$ cat src/rtl/bfpw_pkg.sv
// Shared types and constants for the blocking FIFO with priority wakeup.
package bfpw_pkg;
    localparam int DEPTH_DEF       = 16;
    localparam int DATA_WIDTH_DEF  = 32;
    localparam int WAIT_DEPTH_DEF  = 8;
    localparam int PRIO_LEVELS_DEF = 16;
    localparam int ID_W            = 8;
    localparam int PRIO_W          = 4;
    localparam int CFG_W           = 5;

    localparam logic OP_SEND = 1'b0;
    localparam logic OP_RECV = 1'b1;

    localparam logic [1:0] ST_DONE    = 2'd0;
    localparam logic [1:0] ST_BLOCKED = 2'd1;
    localparam logic [1:0] ST_FULL    = 2'd2;

    // Command from the control to one wait-list chain.
    typedef struct packed {
        logic             file_en;
        logic             wake_en;
        logic [ID_W-1:0]  id;
        logic [PRIO_W-1:0] prio;
    } t_wl_cmd;
endpackage

$ cat src/rtl/bfpw_if.sv
// Valid/ready channel interfaces for requests and results.
interface bfpw_req_if;
    logic                          valid;
    logic                          ready;
    logic                          op;
    logic [bfpw_pkg::ID_W-1:0]     task_id;
    logic [bfpw_pkg::PRIO_W-1:0]   task_priority;
    logic [31:0]                   push_data;
    modport source (output valid, op, task_id, task_priority, push_data, input ready);
    modport sink   (input valid, op, task_id, task_priority, push_data, output ready);
endinterface

interface bfpw_rsp_if;
    logic                      valid;
    logic                      ready;
    logic [1:0]                status;
    logic [31:0]               read_data;
    logic                      woken_valid;
    logic [bfpw_pkg::ID_W-1:0] woken_task;
    modport source (output valid, status, read_data, woken_valid, woken_task, input ready);
    modport sink   (input valid, status, read_data, woken_valid, woken_task, output ready);
endinterface

$ cat src/rtl/bfpw_cell.sv
// One wait-list slot: holds a waiter and passes the running best to its neighbor.
module bfpw_cell #(
    parameter int IDX_W = 3
) (
    input  logic                        i_clk,
    input  logic [IDX_W:0]              i_pos,
    input  logic [IDX_W:0]              i_count,
    input  bfpw_pkg::t_wl_cmd           i_cmd,
    input  logic [IDX_W:0]              i_rm_pos,
    input  logic [bfpw_pkg::ID_W-1:0]   i_nxt_id,
    input  logic [bfpw_pkg::PRIO_W-1:0] i_nxt_prio,
    input  logic                        i_best_vld,
    input  logic [bfpw_pkg::PRIO_W-1:0] i_best_prio,
    input  logic [IDX_W:0]              i_best_pos,
    output logic [bfpw_pkg::ID_W-1:0]   o_id,
    output logic [bfpw_pkg::PRIO_W-1:0] o_prio,
    output logic                        o_best_vld,
    output logic [bfpw_pkg::PRIO_W-1:0] o_best_prio,
    output logic [IDX_W:0]              o_best_pos
);
    logic [bfpw_pkg::ID_W-1:0]   r_id;
    logic [bfpw_pkg::PRIO_W-1:0] r_prio;
    logic                        occ;

    assign occ    = i_pos < i_count;
    assign o_id   = r_id;
    assign o_prio = r_prio;

    // Strict less-than keeps the earliest waiter on a tie.
    always_comb begin
        o_best_vld  = i_best_vld;
        o_best_prio = i_best_prio;
        o_best_pos  = i_best_pos;
        if (occ && (!i_best_vld || r_prio < i_best_prio)) begin
            o_best_vld  = 1'b1;
            o_best_prio = r_prio;
            o_best_pos  = i_pos;
        end
    end

    always_ff @(posedge i_clk) begin
        if (i_cmd.file_en && i_pos == i_count) begin
            r_id   <= i_cmd.id;
            r_prio <= i_cmd.prio;
        end else if (i_cmd.wake_en && i_pos >= i_rm_pos) begin
            r_id   <= i_nxt_id;
            r_prio <= i_nxt_prio;
        end
    end
endmodule

$ cat src/rtl/bfpw_wlist.sv
// Wait list built as a chain of cells with a registered best-waiter result.
module bfpw_wlist #(
    parameter int WAIT_DEPTH = bfpw_pkg::WAIT_DEPTH_DEF,
    parameter int IDX_W      = $clog2(WAIT_DEPTH)
) (
    input  logic                      i_clk,
    input  logic                      i_rst_n,
    input  bfpw_pkg::t_wl_cmd         i_cmd,
    output logic [IDX_W:0]            o_count,
    output logic                      o_best_vld,
    output logic [bfpw_pkg::ID_W-1:0] o_best_id
);
    localparam int PW = bfpw_pkg::PRIO_W;
    logic [IDX_W:0] r_count, r_best_pos;
    logic           r_best_vld;
    logic [bfpw_pkg::ID_W-1:0] id_a [WAIT_DEPTH+1];
    logic [PW-1:0]             pr_a [WAIT_DEPTH+1];
    logic                      bv [WAIT_DEPTH+1];
    logic [PW-1:0]             bp [WAIT_DEPTH+1];
    logic [IDX_W:0]            bpos [WAIT_DEPTH+1];
    logic [bfpw_pkg::ID_W-1:0] best_id;

    assign id_a[WAIT_DEPTH] = '0;
    assign pr_a[WAIT_DEPTH] = '0;
    assign bv[0]   = 1'b0;
    assign bp[0]   = '0;
    assign bpos[0] = '0;

    for (genvar g = 0; g < WAIT_DEPTH; g++) begin : g_cell
        bfpw_cell #(.IDX_W(IDX_W)) u_cell (
            .i_clk,
            .i_pos((IDX_W+1)'(g)), .i_count(r_count), .i_cmd,
            .i_rm_pos(r_best_pos),
            .i_nxt_id(id_a[g+1]), .i_nxt_prio(pr_a[g+1]),
            .i_best_vld(bv[g]), .i_best_prio(bp[g]), .i_best_pos(bpos[g]),
            .o_id(id_a[g]), .o_prio(pr_a[g]),
            .o_best_vld(bv[g+1]), .o_best_prio(bp[g+1]), .o_best_pos(bpos[g+1])
        );
    end

    // Best waiter is registered each cycle; control uses it in the cycle after a request is accepted.
    always_comb begin
        best_id = '0;
        for (int k = 0; k < WAIT_DEPTH; k++)
            if (r_best_pos == (IDX_W+1)'(k)) best_id = id_a[k];
    end

    always_ff @(posedge i_clk) begin
        if (!i_rst_n) begin
            r_count    <= '0;
            r_best_vld <= 1'b0;
            r_best_pos <= '0;
        end else begin
            r_best_vld <= bv[WAIT_DEPTH];
            r_best_pos <= bpos[WAIT_DEPTH];
            if (i_cmd.file_en) r_count <= r_count + 1'b1;
            else if (i_cmd.wake_en) r_count <= r_count - 1'b1;
        end
    end

    assign o_count    = r_count;
    assign o_best_vld = r_best_vld;
    assign o_best_id  = best_id;
endmodule

$ cat src/rtl/blocking_fifo_priority_wake.sv
// Top level: word FIFO with sender and receiver priority wait lists.
//
//  channel | dir | handshake     | payload
//  req     | in  | valid/ready   | op, task_id, task_priority, push_data
//  rsp     | out | valid/ready   | status, read_data, woken_valid, woken_task
//  cfg     | in  | i_cfg_we      | i_cfg_wdata (queue_length)
//
// A request is accepted in S_IDLE, which lets the best-waiter scan through the
// cell chains settle into a register; S_EXEC then updates state and loads the
// result register. A new request is taken only while the result
// register is empty or being drained. Reset is synchronous and clears all
// control state; the slot store and wait-list cells need no reset.
module blocking_fifo_priority_wake #(
    parameter int DEPTH       = bfpw_pkg::DEPTH_DEF,
    parameter int DATA_WIDTH  = bfpw_pkg::DATA_WIDTH_DEF,
    parameter int WAIT_DEPTH  = bfpw_pkg::WAIT_DEPTH_DEF,
    parameter int PRIO_LEVELS = bfpw_pkg::PRIO_LEVELS_DEF
) (
    input  logic                       i_clk,
    input  logic                       i_rst_n,
    input  logic                       i_cfg_we,
    input  logic [bfpw_pkg::CFG_W-1:0] i_cfg_wdata,
    bfpw_req_if.sink                   i_req,
    bfpw_rsp_if.source                 o_rsp
);
    localparam int AW    = $clog2(DEPTH);
    localparam int IDX_W = $clog2(WAIT_DEPTH);
    localparam int PW    = bfpw_pkg::PRIO_W;
    localparam int IW    = bfpw_pkg::ID_W;

    typedef enum logic {S_IDLE, S_EXEC} t_state;
    t_state r_state;

    logic [DATA_WIDTH-1:0] r_mem [DEPTH];
    logic [AW-1:0]  r_rd_idx, r_wr_idx;
    logic [AW:0]    r_fill, r_qlen;
    logic           r_op;
    logic [IW-1:0]  r_id;
    logic [PW-1:0]  r_prio;
    logic [DATA_WIDTH-1:0] r_wdata;
    logic           r_ovld;
    logic [1:0]     r_status;
    logic [31:0]    r_rdata;
    logic           r_wv;
    logic [IW-1:0]  r_wt;

    bfpw_pkg::t_wl_cmd snd_cmd, rcv_cmd;
    logic [IDX_W:0] snd_cnt, rcv_cnt;
    logic           snd_bv, rcv_bv;
    logic [IW-1:0]  snd_bid, rcv_bid;
    logic           req_go, is_full, is_empty, tgt_full;
    logic [PW-1:0]  fprio;
    logic [AW:0]    cfg_len;

    assign i_req.ready = (r_state == S_IDLE) && (!r_ovld || o_rsp.ready);
    assign req_go   = i_req.valid && i_req.ready;
    assign is_full  = r_fill >= r_qlen;
    assign is_empty = r_fill == '0;
    assign tgt_full = (r_op == bfpw_pkg::OP_SEND)
                    ? (snd_cnt >= (IDX_W+1)'(WAIT_DEPTH))
                    : (rcv_cnt >= (IDX_W+1)'(WAIT_DEPTH));
    assign fprio = (int'(r_prio) >= PRIO_LEVELS) ? PW'(PRIO_LEVELS - 1) : r_prio;

    always_comb begin
        snd_cmd = '{file_en: 1'b0, wake_en: 1'b0, id: r_id, prio: fprio};
        rcv_cmd = snd_cmd;
        if (r_state == S_EXEC) begin
            if (r_op == bfpw_pkg::OP_SEND) begin
                snd_cmd.file_en = is_full && !tgt_full;
                rcv_cmd.wake_en = !is_full && rcv_bv;
            end else begin
                rcv_cmd.file_en = is_empty && !tgt_full;
                snd_cmd.wake_en = !is_empty && snd_bv;
            end
        end
    end

    bfpw_wlist #(.WAIT_DEPTH(WAIT_DEPTH), .IDX_W(IDX_W)) u_snd (
        .i_clk, .i_rst_n, .i_cmd(snd_cmd),
        .o_count(snd_cnt), .o_best_vld(snd_bv), .o_best_id(snd_bid));
    bfpw_wlist #(.WAIT_DEPTH(WAIT_DEPTH), .IDX_W(IDX_W)) u_rcv (
        .i_clk, .i_rst_n, .i_cmd(rcv_cmd),
        .o_count(rcv_cnt), .o_best_vld(rcv_bv), .o_best_id(rcv_bid));

    always_comb begin
        if (i_cfg_wdata == '0) cfg_len = (AW+1)'(1);
        else if (32'(i_cfg_wdata) > 32'(DEPTH)) cfg_len = (AW+1)'(DEPTH);
        else cfg_len = (AW+1)'(i_cfg_wdata);
    end

    always_ff @(posedge i_clk) begin
        if (r_state == S_EXEC && r_op == bfpw_pkg::OP_SEND && !is_full)
            r_mem[r_wr_idx] <= r_wdata;
    end

    always_ff @(posedge i_clk) begin
        if (!i_rst_n) begin
            r_state  <= S_IDLE;
            r_rd_idx <= '0;
            r_wr_idx <= '0;
            r_fill   <= '0;
            r_qlen   <= (AW+1)'(DEPTH);
            r_ovld   <= 1'b0;
        end else begin
            if (r_state == S_EXEC) r_ovld <= 1'b1;
            else if (o_rsp.ready) r_ovld <= 1'b0;
            case (r_state)
                S_IDLE: begin
                    // Length writes need no call in flight; user-enforced.
                    if (i_cfg_we && is_empty) begin
                        r_qlen   <= cfg_len;
                        r_rd_idx <= '0;
                        r_wr_idx <= '0;
                    end
                    if (req_go) begin
                        r_op    <= i_req.op;
                        r_id    <= i_req.task_id;
                        r_prio  <= i_req.task_priority;
                        r_wdata <= DATA_WIDTH'(i_req.push_data);
                        r_state <= S_EXEC;
                    end
                end
                S_EXEC: begin
                    r_state  <= S_IDLE;
                    r_status <= bfpw_pkg::ST_DONE;
                    r_rdata  <= '0;
                    r_wv     <= 1'b0;
                    r_wt     <= '0;
                    if (r_op == bfpw_pkg::OP_SEND) begin
                        if (is_full) begin
                            r_status <= tgt_full ? bfpw_pkg::ST_FULL : bfpw_pkg::ST_BLOCKED;
                        end else begin
                            r_wr_idx <= (32'(r_wr_idx) + 1 >= 32'(r_qlen)) ? '0
                                                                         : r_wr_idx + 1'b1;
                            r_fill   <= r_fill + 1'b1;
                            r_wv     <= rcv_bv;
                            r_wt     <= rcv_bv ? rcv_bid : '0;
                        end
                    end else begin
                        if (is_empty) begin
                            r_status <= tgt_full ? bfpw_pkg::ST_FULL : bfpw_pkg::ST_BLOCKED;
                        end else begin
                            r_rdata  <= 32'(r_mem[r_rd_idx]);
                            r_rd_idx <= (32'(r_rd_idx) + 1 >= 32'(r_qlen)) ? '0
                                                                         : r_rd_idx + 1'b1;
                            r_fill   <= r_fill - 1'b1;
                            r_wv     <= snd_bv;
                            r_wt     <= snd_bv ? snd_bid : '0;
                        end
                    end
                end
                default: r_state <= S_IDLE;
            endcase
        end
    end

    assign o_rsp.valid       = r_ovld;
    assign o_rsp.status      = r_status;
    assign o_rsp.read_data   = r_rdata;
    assign o_rsp.woken_valid = r_wv;
    assign o_rsp.woken_task  = r_wt;

    a_fill_bound: assert property (@(posedge i_clk) disable iff (!i_rst_n)
        r_fill <= r_qlen) else $error("fill exceeds queue length");
    a_no_accept_exec: assert property (@(posedge i_clk) disable iff (!i_rst_n)
        r_state == S_EXEC |-> !i_req.ready) else $error("accept while executing");
    a_result_after: assert property (@(posedge i_clk) disable iff (!i_rst_n)
        r_state == S_EXEC |=> r_ovld) else $error("result not loaded");
    a_woken_zero: assert property (@(posedge i_clk) disable iff (!i_rst_n)
        r_ovld && !r_wv |-> r_wt == '0) else $error("woken task without wake");
endmodule

$ cat src/flat_wrapper.sv
// flat-port wrapper written by rule: the top's interface ports become plain ports
module blocking_fifo_priority_wake_flat 
#(
    parameter int DEPTH       = bfpw_pkg::DEPTH_DEF,
    parameter int DATA_WIDTH  = bfpw_pkg::DATA_WIDTH_DEF,
    parameter int WAIT_DEPTH  = bfpw_pkg::WAIT_DEPTH_DEF,
    parameter int PRIO_LEVELS = bfpw_pkg::PRIO_LEVELS_DEF
)
  (i_clk, i_rst_n, i_cfg_we, i_cfg_wdata, i_req_valid, i_req_op, i_req_task_id, i_req_task_priority, i_req_push_data, i_req_ready, o_rsp_valid, o_rsp_status, o_rsp_read_data, o_rsp_woken_valid, o_rsp_woken_task, o_rsp_ready);
  bfpw_req_if i_req_i ();
  bfpw_rsp_if o_rsp_i ();
  input  logic i_clk;
  input  logic i_rst_n;
  input  logic i_cfg_we;
  input  logic [bfpw_pkg::CFG_W-1:0] i_cfg_wdata;
  input wire logic [$bits(i_req_i.valid)-1:0] i_req_valid;
  input wire logic [$bits(i_req_i.op)-1:0] i_req_op;
  input wire logic [$bits(i_req_i.task_id)-1:0] i_req_task_id;
  input wire logic [$bits(i_req_i.task_priority)-1:0] i_req_task_priority;
  input wire logic [$bits(i_req_i.push_data)-1:0] i_req_push_data;
  output wire logic [$bits(i_req_i.ready)-1:0] i_req_ready;
  output wire logic [$bits(o_rsp_i.valid)-1:0] o_rsp_valid;
  output wire logic [$bits(o_rsp_i.status)-1:0] o_rsp_status;
  output wire logic [$bits(o_rsp_i.read_data)-1:0] o_rsp_read_data;
  output wire logic [$bits(o_rsp_i.woken_valid)-1:0] o_rsp_woken_valid;
  output wire logic [$bits(o_rsp_i.woken_task)-1:0] o_rsp_woken_task;
  input wire logic [$bits(o_rsp_i.ready)-1:0] o_rsp_ready;
  assign i_req_i.valid = i_req_valid;
  assign i_req_i.op = i_req_op;
  assign i_req_i.task_id = i_req_task_id;
  assign i_req_i.task_priority = i_req_task_priority;
  assign i_req_i.push_data = i_req_push_data;
  assign i_req_ready = i_req_i.ready;
  assign o_rsp_valid = o_rsp_i.valid;
  assign o_rsp_status = o_rsp_i.status;
  assign o_rsp_read_data = o_rsp_i.read_data;
  assign o_rsp_woken_valid = o_rsp_i.woken_valid;
  assign o_rsp_woken_task = o_rsp_i.woken_task;
  assign o_rsp_i.ready = o_rsp_ready;
  blocking_fifo_priority_wake #(.DEPTH(DEPTH), .DATA_WIDTH(DATA_WIDTH), .WAIT_DEPTH(WAIT_DEPTH), .PRIO_LEVELS(PRIO_LEVELS)) u_core (.i_clk(i_clk), .i_rst_n(i_rst_n), .i_cfg_we(i_cfg_we), .i_cfg_wdata(i_cfg_wdata), .i_req(i_req_i), .o_rsp(o_rsp_i));
endmodule
$ cat config.mk
export PLATFORM = sky130hd
export DESIGN_NAME = blocking_fifo_priority_wake_flat
export DESIGN_NICKNAME = d
export VERILOG_FILES = /design/src/rtl/bfpw_pkg.sv /design/src/rtl/bfpw_if.sv /design/src/rtl/bfpw_cell.sv /design/src/rtl/bfpw_wlist.sv /design/src/rtl/blocking_fifo_priority_wake.sv /design/src/flat_wrapper.sv
export SDC_FILE = /design/constraint.sdc
export NUM_CORES = 1
export LEC_CHECK = 0
export ABC_AREA = 1
export BUFFER_PORTS_ARGS = -buffer_cell sky130_fd_sc_hd__buf_2
export CAP_MARGIN = 5
export CORE_UTILIZATION = 62
export CTS_CLUSTER_SIZE = 40
export DETAILED_ROUTE_END_ITERATION = 8
export PLACE_DENSITY_LB_ADDON = 0.25
export SLEW_MARGIN = 5
export SYNTH_ARGS = -nofsm -noshare
export SYNTH_HDL_FRONTEND = slang
export SYNTH_SLANG_ARGS = --single-unit
$ cat constraint.sdc
create_clock -name i_clk -period 8.4 [get_ports i_clk]
set_input_delay 1.26 -clock i_clk [delete_from_list [all_inputs] [get_ports i_clk]]
set_output_delay 1.26 -clock i_clk [all_outputs]
set_load 0.02 [all_outputs]
==> results of run 1 <==
==> sequential cells by signal, indices dropped and copies added, names as in the netlist, 32 cells and up <==
| register | cells |
|---|---|
| u_core.u_rcv.g_cell.u_cell.o_id | 64 |
| u_core.u_snd.g_cell.u_cell.o_prio | 32 |
| u_core.o_rsp.read_data | 32 |
| u_core.u_rcv.g_cell.u_cell.o_prio | 32 |
| u_core.r_mem | 512 |
| u_core.u_snd.g_cell.u_cell.o_id | 64 |
| u_core.r_wdata | 32 |
==> area by class of cell <==
type	instances	area (µm²)
Multi-Input combinational cell	1797	10100
Inverter	281	1060
Fill cell	3897	17500
Clock inverter	51	546
Clock buffer	97	2140
Timing Repair Buffer	142	818
Sequential cell	828	24500
Tap cell	765	957
==> per-layer routing <==
metal | wire length [µm] | vias to the layer above | GRT usage
met4 | 3200 | 0 | 0.119
met3 | 6490 | 187 | 0.0431
met5 | 0 | - | 0
met2 | 42000 | 1067 | 0.494
met1 | 33600 | 11500 | 0.376
li1 | - | 11100 | -
==> cells in the mapped netlist (all sizes together) (35+ instances only) <==
| library cell | instances | share of area |
|---|---|---|
| nor2 | 109 | 0.012 |
| a31oi | 35 | 0.0061 |
| dfxtp | 36 | 0.020 |
| o211ai | 40 | 0.0083 |
| a21oi | 177 | 0.025 |
| nand2 | 541 | 0.062 |
| ha | 75 | 0.026 |
| mux2i | 128 | 0.035 |
| o21ai | 537 | 0.075 |
| nand3 | 69 | 0.010 |
| clkbuf | 125 | 0.013 |
| inv | 275 | 0.029 |
| edfxtp | 792 | 0.66 |
==> final timing paths <==
| kind | start | endpoint | slack [ns] | cells after the start |
|---|---|---|---|---|
| worst min-delay path | u_core.r_fill[0] | u_core.r_fill[0] | 0.52 | 1 |
| worst max register to register | u_core.u_snd.o_count[1] | u_core.u_snd.r_best_pos[0] | 0.73 | 55 |
| worst min register to register | u_core.r_fill[0] | u_core.r_fill[0] | 0.52 | 1 |
| worst max-delay path | u_core.u_snd.o_count[1] | u_core.u_snd.r_best_pos[0] | 0.73 | 55 |
==> critical path, delay by kind of cell (launching register included) <==
family	cells	cell delay (ns)
flops	1	0.45
buf+inv	4	0.22
simple gates	33	2.48
compound gates	10	2.07
fa+ha+maj	8	2.31
==> placed cells by master (no fill, tap or decap), types with 43 or more instances in the layout <==
| master | n |
|---|---|
| buf_4 | 43 |
| nand2_1 | 501 |
| edfxtp_1 | 792 |
| a21oi_1 | 177 |
| ha_1 | 75 |
| o21ai_0 | 513 |
| nand3_1 | 63 |
| nor2_1 | 95 |
| clkbuf_16 | 83 |
| mux2i_1 | 128 |
| inv_1 | 270 |
| buf_2 | 99 |
==> through the flow <==
stage | hold WS [ns] | std cells | util | instance area (µm²)
after floorplan | 0.447 | 3051 | - | 36100
after global placement | 0.473 | 3813 | 0.650 | 37400
after detailed placement | 0.504 | 3813 | 0.650 | 37400
after CTS | 0.512 | 3961 | 0.697 | 40100
after global routing | 0.540 | 3961 | 0.697 | 40100
final | 0.517 | 3961 | 0.697 | 40100
==> power by group through the flow <==
stage	combinational, mW	sequential [mW]	clock (mW)
2_1_floorplan	0.465	4.69	0
3_3_place_gp	0.633	4.71	0
3_5_place_dp	0.660	4.71	0
4_1_cts	0.665	4.62	3.65
5_1_grt	0.750	4.63	3.81
6_report	0.672	4.62	3.62
==> logic make-up (layout without fill, tap and decap cells) <==
logic type               count (synthesis)  in the layout
AO/OA/AOI/OAI                          842            842
multiplexers                           128            128
AND/OR/NAND/NOR                        744            744
flip-flops                             828            828
adder cells (fa/ha/maj)                 76             76
XOR/XNOR                                 7              7
buffers and inverters                  426            571
==> run summary, run 1 <==
status: finished, final reports clean
n_diodes: 0
# DRC: 0
switch share: 0.232
XOR/XNOR share of the synthesized area: 0.00170
Hold Crit Class: reg2reg
total negative slack: 0 ns
total track usage: 0.291
Slew @ Worst Pin: 1.21 ns
Place WS: 0.643 ns
Clock Root Buffer: clkbuf_16
vias in the first global route: 23300
commonest register cell after synthesis: edfxtp_1
sequential power share: 0.519
Die Footprint: 59200 µm²
Slowest-stage cell, CP: dfxtp_1
HPWL after DPL: 49000 µm
final wirelength: 85400 µm
post-layout minimum cycle time: 7.67 ns
Adder-Cell Fraction of Synth Area: 0.0266
IO Count: 100
VDD IR-drop max: 194 µV
Mapped Nets: 3182
mux cell area share after synthesis: 0.0355
Final #Nets: 3264
max cap viols: 0
Post-Syn Instances: 3051
asr flop ratio synth: 0
Die Width: 243 µm
total power: 8.92 mW
most used cell, CP: nand2_1
Final Hold Viols: 0
H-Tree Depth: 3
Synthesis Warnings: 0
gpl congestion: 0.959
Setup WS post-layout: 0.726 ns
f_max: 130 MHz
Setup CP Type: reg2reg
kind of end point of the critical path: register
fraction of layout cells with a size suffix above 1: 0.105
CTS resizes: 0
Clock Skews: 0.0359 ns
CTS hold repair buffers: 0
clock latency on the worst-skew pair: 0.66 ns
main combinational cell family by area after synthesis: compound AO/OA/AOI/OAI gates
slew margin rel.: 0.193
final setup violation count: 0
Clock Sinks: 828
DRT iter0 DRCs: 2355
cts bufs inserted: 83
Gate power share: 0.075
CTS tree: built
Clk pwr share: 0.406
Netlist cell types: 46
simple-gate area share of the yosys netlist: 0.0876
Clk pin slew, worst setup/hold paths: 0.06 ns
RSZ-0062 raised after global routing: no
register area share after synthesis: 0.679
slowest stage delay, CP: 0.45 ns
DRT antenna net count: 0
CP startpoint kind: register
first-pass GRT wire length: 131000 µm
Vias/cell: 6.02
Post-CTS Setup Bufs: 0
initial antenna violation count: 0
total number of vias: 23800
Cell Area, Synth: 36100 µm²
Pins Over Slew Limit: 0
Internal: 6.85 mW
Arr. time, crit path: 8.22 ns
Seq cells post-synth: 828
core area: 57600 µm²
Avg Inst Size Synth: 11.8 µm²
DR pass1 iterations: 6
grt total ovfl: 0
power per cell area: 222 nW/µm²
Initial Utilization: 0.627
Post-synth EDFFs: 792
Psw: 2.07 mW
Tcrit/Tclk final: 0.914
clock buffer depth: 3
Max FO, Critical Path: 9
port bufs: 99
die height: 243 µm
CP required: 8.95 ns
P_leak: 14.6 nW
num rows: 88
largest net degree at the start of global routing: 104
area delta synth->final: 11.2%
drt wl/cell: 21.6 µm
compound-gate portion of the synthesized area: 0.125
Note: power is estimated with default switching activity, not from simulation.
==> run 2: changes to the inputs <==
--- a/config.mk
+++ b/config.mk
@@ -5,13 +5,12 @@
 export SDC_FILE = /design/constraint.sdc
 export NUM_CORES = 1
 export LEC_CHECK = 0
-export ABC_AREA = 1
 export BUFFER_PORTS_ARGS = -buffer_cell sky130_fd_sc_hd__buf_2
 export CAP_MARGIN = 5
 export CORE_UTILIZATION = 62
 export CTS_CLUSTER_SIZE = 40
 export DETAILED_ROUTE_END_ITERATION = 8
-export PLACE_DENSITY_LB_ADDON = 0.25
+export PLACE_DENSITY_LB_ADDON = 0.3
 export SLEW_MARGIN = 5
 export SYNTH_ARGS = -nofsm -noshare
 export SYNTH_HDL_FRONTEND = slang
==> run summary, run 2 <==
status: finished with violations
failing checks: negative setup slack
port bufs: 99 (unchanged)
Final Hold Viols: 0 (unchanged)
Max FO, Critical Path: 5 (-4)
largest net degree at the start of global routing: 69 (-34%)
Die Width: 242 µm (-0.58%)
largest register by flop count: u_core.r_mem
Netlist cell types: 77 (+67%)
most common cell after layout, fill and taps aside: edfxtp_1
hold slack: 0.489 ns (-0.0278 ns)
Post-Syn Instances: 1953 (-36%)
CP required: 8.90 ns (-0.05 ns)
VDD IR-drop max: 234 µV (+20%)
Vias/cell: 6.53 (+8.5%)
count leader, synth: edfxtp_1
clock latency on the worst-skew pair: 0.67 ns (about the same)
clock buffer depth: 3 (unchanged)
P_leak: 13.9 nW (-4.6%)
Slowest-stage cell, CP: or3b_4
dpl cell area: 38300 µm² (+2.2%)
fin area: 41800 µm² (+4.1%)
Yosys top cell area share: 0.667 (+0.00770)
Avg Inst Size Synth: 18.3 µm² (+54%)
Hold Crit Class: reg2reg
Reg2Reg Depth: 52 (-5.5%)
commonest register cell after synthesis: edfxtp_1
gpl congestion: 0.855 (-11%)
Clock Sinks: 828 (unchanged)
final setup violation count: 6 (+6)
CTS hold repair buffers: 0 (unchanged)
Tcrit/Tclk final: 1.13 (+0.220)
Internal: 6.68 mW (-2.4%)
total track usage: 0.303 (+0.0120)
Pins Over Slew Limit: 0 (unchanged)
HPWL after DPL: 47900 µm (-2.1%)
Arr. time, crit path: 10.01 ns (+1.79 ns)
IO Count: 100 (unchanged)
final wirelength: 88100 µm (+3.1%)
DR pass1 iterations: 5 (-1)
most used cell, CP: ha_4
Setup WS post-layout: -1.12 ns (-1.84 ns)
most frequent cells in the layout: edfxtp_1 (792), buf_4 (207), mux4_2 (192), mux2_2 (164), buf_2 (99)
kind of end point of the critical path: register
Cell Area, Synth: 35700 µm² (-1.2%)
total power: 8.58 mW (-3.8%)
vias in the first global route: 20700 (-11%)
Clock Root Buffer: clkbuf_16
Clk pwr share: 0.414 (+0.008)
asr flop ratio synth: 0 (unchanged)
DRT iter0 DRCs: 2035 (-14%)
sequential power share: 0.536 (+0.017)
Die Footprint: 58500 µm² (-1.1%)
RSZ-0062 raised after global routing: yes
Inst Count DP: 2861 (-25%)
die height: 242 µm (-0.58%)
Yosys top cell by area: edfxtp_1
CP startpoint kind: register
CTS tree: built
Clk pin slew, worst setup/hold paths: 0.06 ns (about the same)
cts bufs inserted: 82 (-1.2%)
area delta synth->final: 17.0%
first-pass GRT wire length: 130000 µm (-0.83%)
drt wl/cell: 28.7 µm (+33%)
slowest stage delay, CP: 0.42 ns (-0.03 ns)
number of flip-flops in the largest register: 512 (unchanged)
Synth area leaders: edfxtp_1 (67%), mux4_2 (12%), mux2_2 (5.2%), ha_1 (2.6%), dfxtp_1 (2.0%)
H-Tree Depth: 3 (unchanged)
Initial Utilization: 0.630 (+0.00350)
Post-synth EDFFs: 792 (unchanged)
core area: 56600 µm² (-1.7%)
slew margin rel.: 0.202 (+0.00940)
grt total ovfl: 0 (unchanged)
Synthesis Warnings: 0 (unchanged)
Setup CP Type: reg2reg
register area share after synthesis: 0.687 (+0.00793)
power per cell area: 205 nW/µm² (-7.6%)
initial antenna violation count: 3 (+3)
Final #Nets: 2375 (-27%)
Seq cells post-synth: 828 (unchanged)
total number of vias: 20000 (-16%)
DRT antenna net count: 0 (unchanged)
fin cells: 3069 (-23%)
fraction of layout cells with a size suffix above 1: 0.403 (+0.297)
max cap viols: 0 (unchanged)
switch share: 0.221 (-0.0115)
Clock Skews: 0.0478 ns (+0.0118 ns)
Gate power share: 0.050 (-0.025)
Psw: 1.89 mW (-8.6%)
Slew @ Worst Pin: 1.20 ns (-0.0157 ns)
f_max: 105 MHz (-19%)
Hold Crit Depth: 2 (+1)
Mapped Nets: 2084 (-35%)
num rows: 87 (-1.1%)
Synth top cells by count: edfxtp_1 (792), mux4_2 (192), mux2_2 (164)
# DRC: 0 (unchanged)
post-layout minimum cycle time: 9.52 ns (+1.84 ns)
-- run 2: cell count changes in the layout (fill, tap and decap cells not counted), moves of 21 or more --
cell / previous run / this run
inv_1: 270 / 49
and2_1: 1 / 60
o21ai_0: 513 / 25
nand3_1: 63 / 20
mux2i_1: 128 / 26
a21oi_1: 177 / 30
mux2_2: 0 / 164
o211ai_1: 40 / 12
a31oi_1: 35 / 2
nor2_1: 95 / 35
nand2_1: 501 / 50
mux4_2: 0 / 192
buf_4: 43 / 207
ha_1: 75 / 54
-- run 2: kinds of logic (layout without fill, tap and decap cells) --
logic type,count (synthesis),after routing,share of synthesized area
compound gates,206,206,0.0414
fa+ha+maj,76,76,0.0269
buf+inv,162,521,0.0184
xor+xnor,12,12,0.00295
simple gates,277,277,0.0405
flops,828,828,0.687
mux,392,392,0.183
other cells,0,1,0
-- run 2: critical path, delay by kind of cell, from the launching register on --
| family | cells | cell delay, ns |
|---|---|---|
| AOI/OAI and AO/OA | 26 | 4.38 |
| adders and majority gates | 8 | 1.85 |
| and+or+nand+nor | 8 | 1.44 |
| buffers and inverters | 7 | 0.73 |
| muxes | 3 | 0.63 |
| DFF | 1 | 0.32 |
-- run 2: final timing paths --
| kind | start | to | slack (ns) |
|---|---|---|---|
| setup / recovery | u_core.u_snd.o_count[0] | u_core.u_snd.r_best_pos[1] | -1.12 |
| hold / removal | u_core.r_qlen[3] | u_core.r_qlen[3] | 0.49 |
| setup reg to reg | u_core.u_snd.o_count[0] | u_core.u_snd.r_best_pos[1] | -1.12 |
| hold reg to reg | u_core.r_qlen[3] | u_core.r_qlen[3] | 0.49 |
-- run 2: per-stage QoR --
step | TNS (ns) | utilization | setup WS (ns)
2_1_floorplan | -4.31 | - | -0.747
3_3_place_gp | -4.68 | 0.676 | -0.824
3_5_place_dp | -7.74 | 0.676 | -1.37
4_1_cts | -5.99 | 0.732 | -1.09
5_1_grt | -9.07 | 0.738 | -1.57
6_report | -6.27 | 0.738 | -1.12
-- run 2: cell type report --
class | count | area [µm²]
Inverter | 56 | 215
Fill cell | 3190 | 14900
Clock inverter | 49 | 458
Sequential cell | 828 | 24500
Tap cell | 756 | 946
Multi-Input combinational cell | 963 | 11300
Clock buffer | 103 | 2150
Timing Repair Buffer | 313 | 2130
Antenna cell | 1 | 2.50
-- run 2: what timing repair did --
item | 4_1_cts | 5_1_grt
gates resized for setup | 42 | 43
setup buffers | 43 | 13
endpoints found under the setup margin | 6 | 6
pin swaps | 49 | 24
-- run 2: power groups by stage --
stage,Combinational [mW],Sequential [mW],Clock (mW)
after floorplan,0.235,4.66,0
after global placement,0.364,4.68,0
after detailed placement,0.376,4.68,0
after CTS,0.407,4.60,3.58
after global routing,0.457,4.60,3.72
final,0.427,4.60,3.55
-- run 2: routing by layer --
metal / part of all wire / global-route usage / vias to the layer above
met4: 0.034 / 0.112 / 4
met2: 0.52 / 0.524 / 1034
met3: 0.074 / 0.0468 / 211
met5: 0.00017 / 0 / -
li1: - / - / 8463
met1: 0.37 / 0.389 / 10300
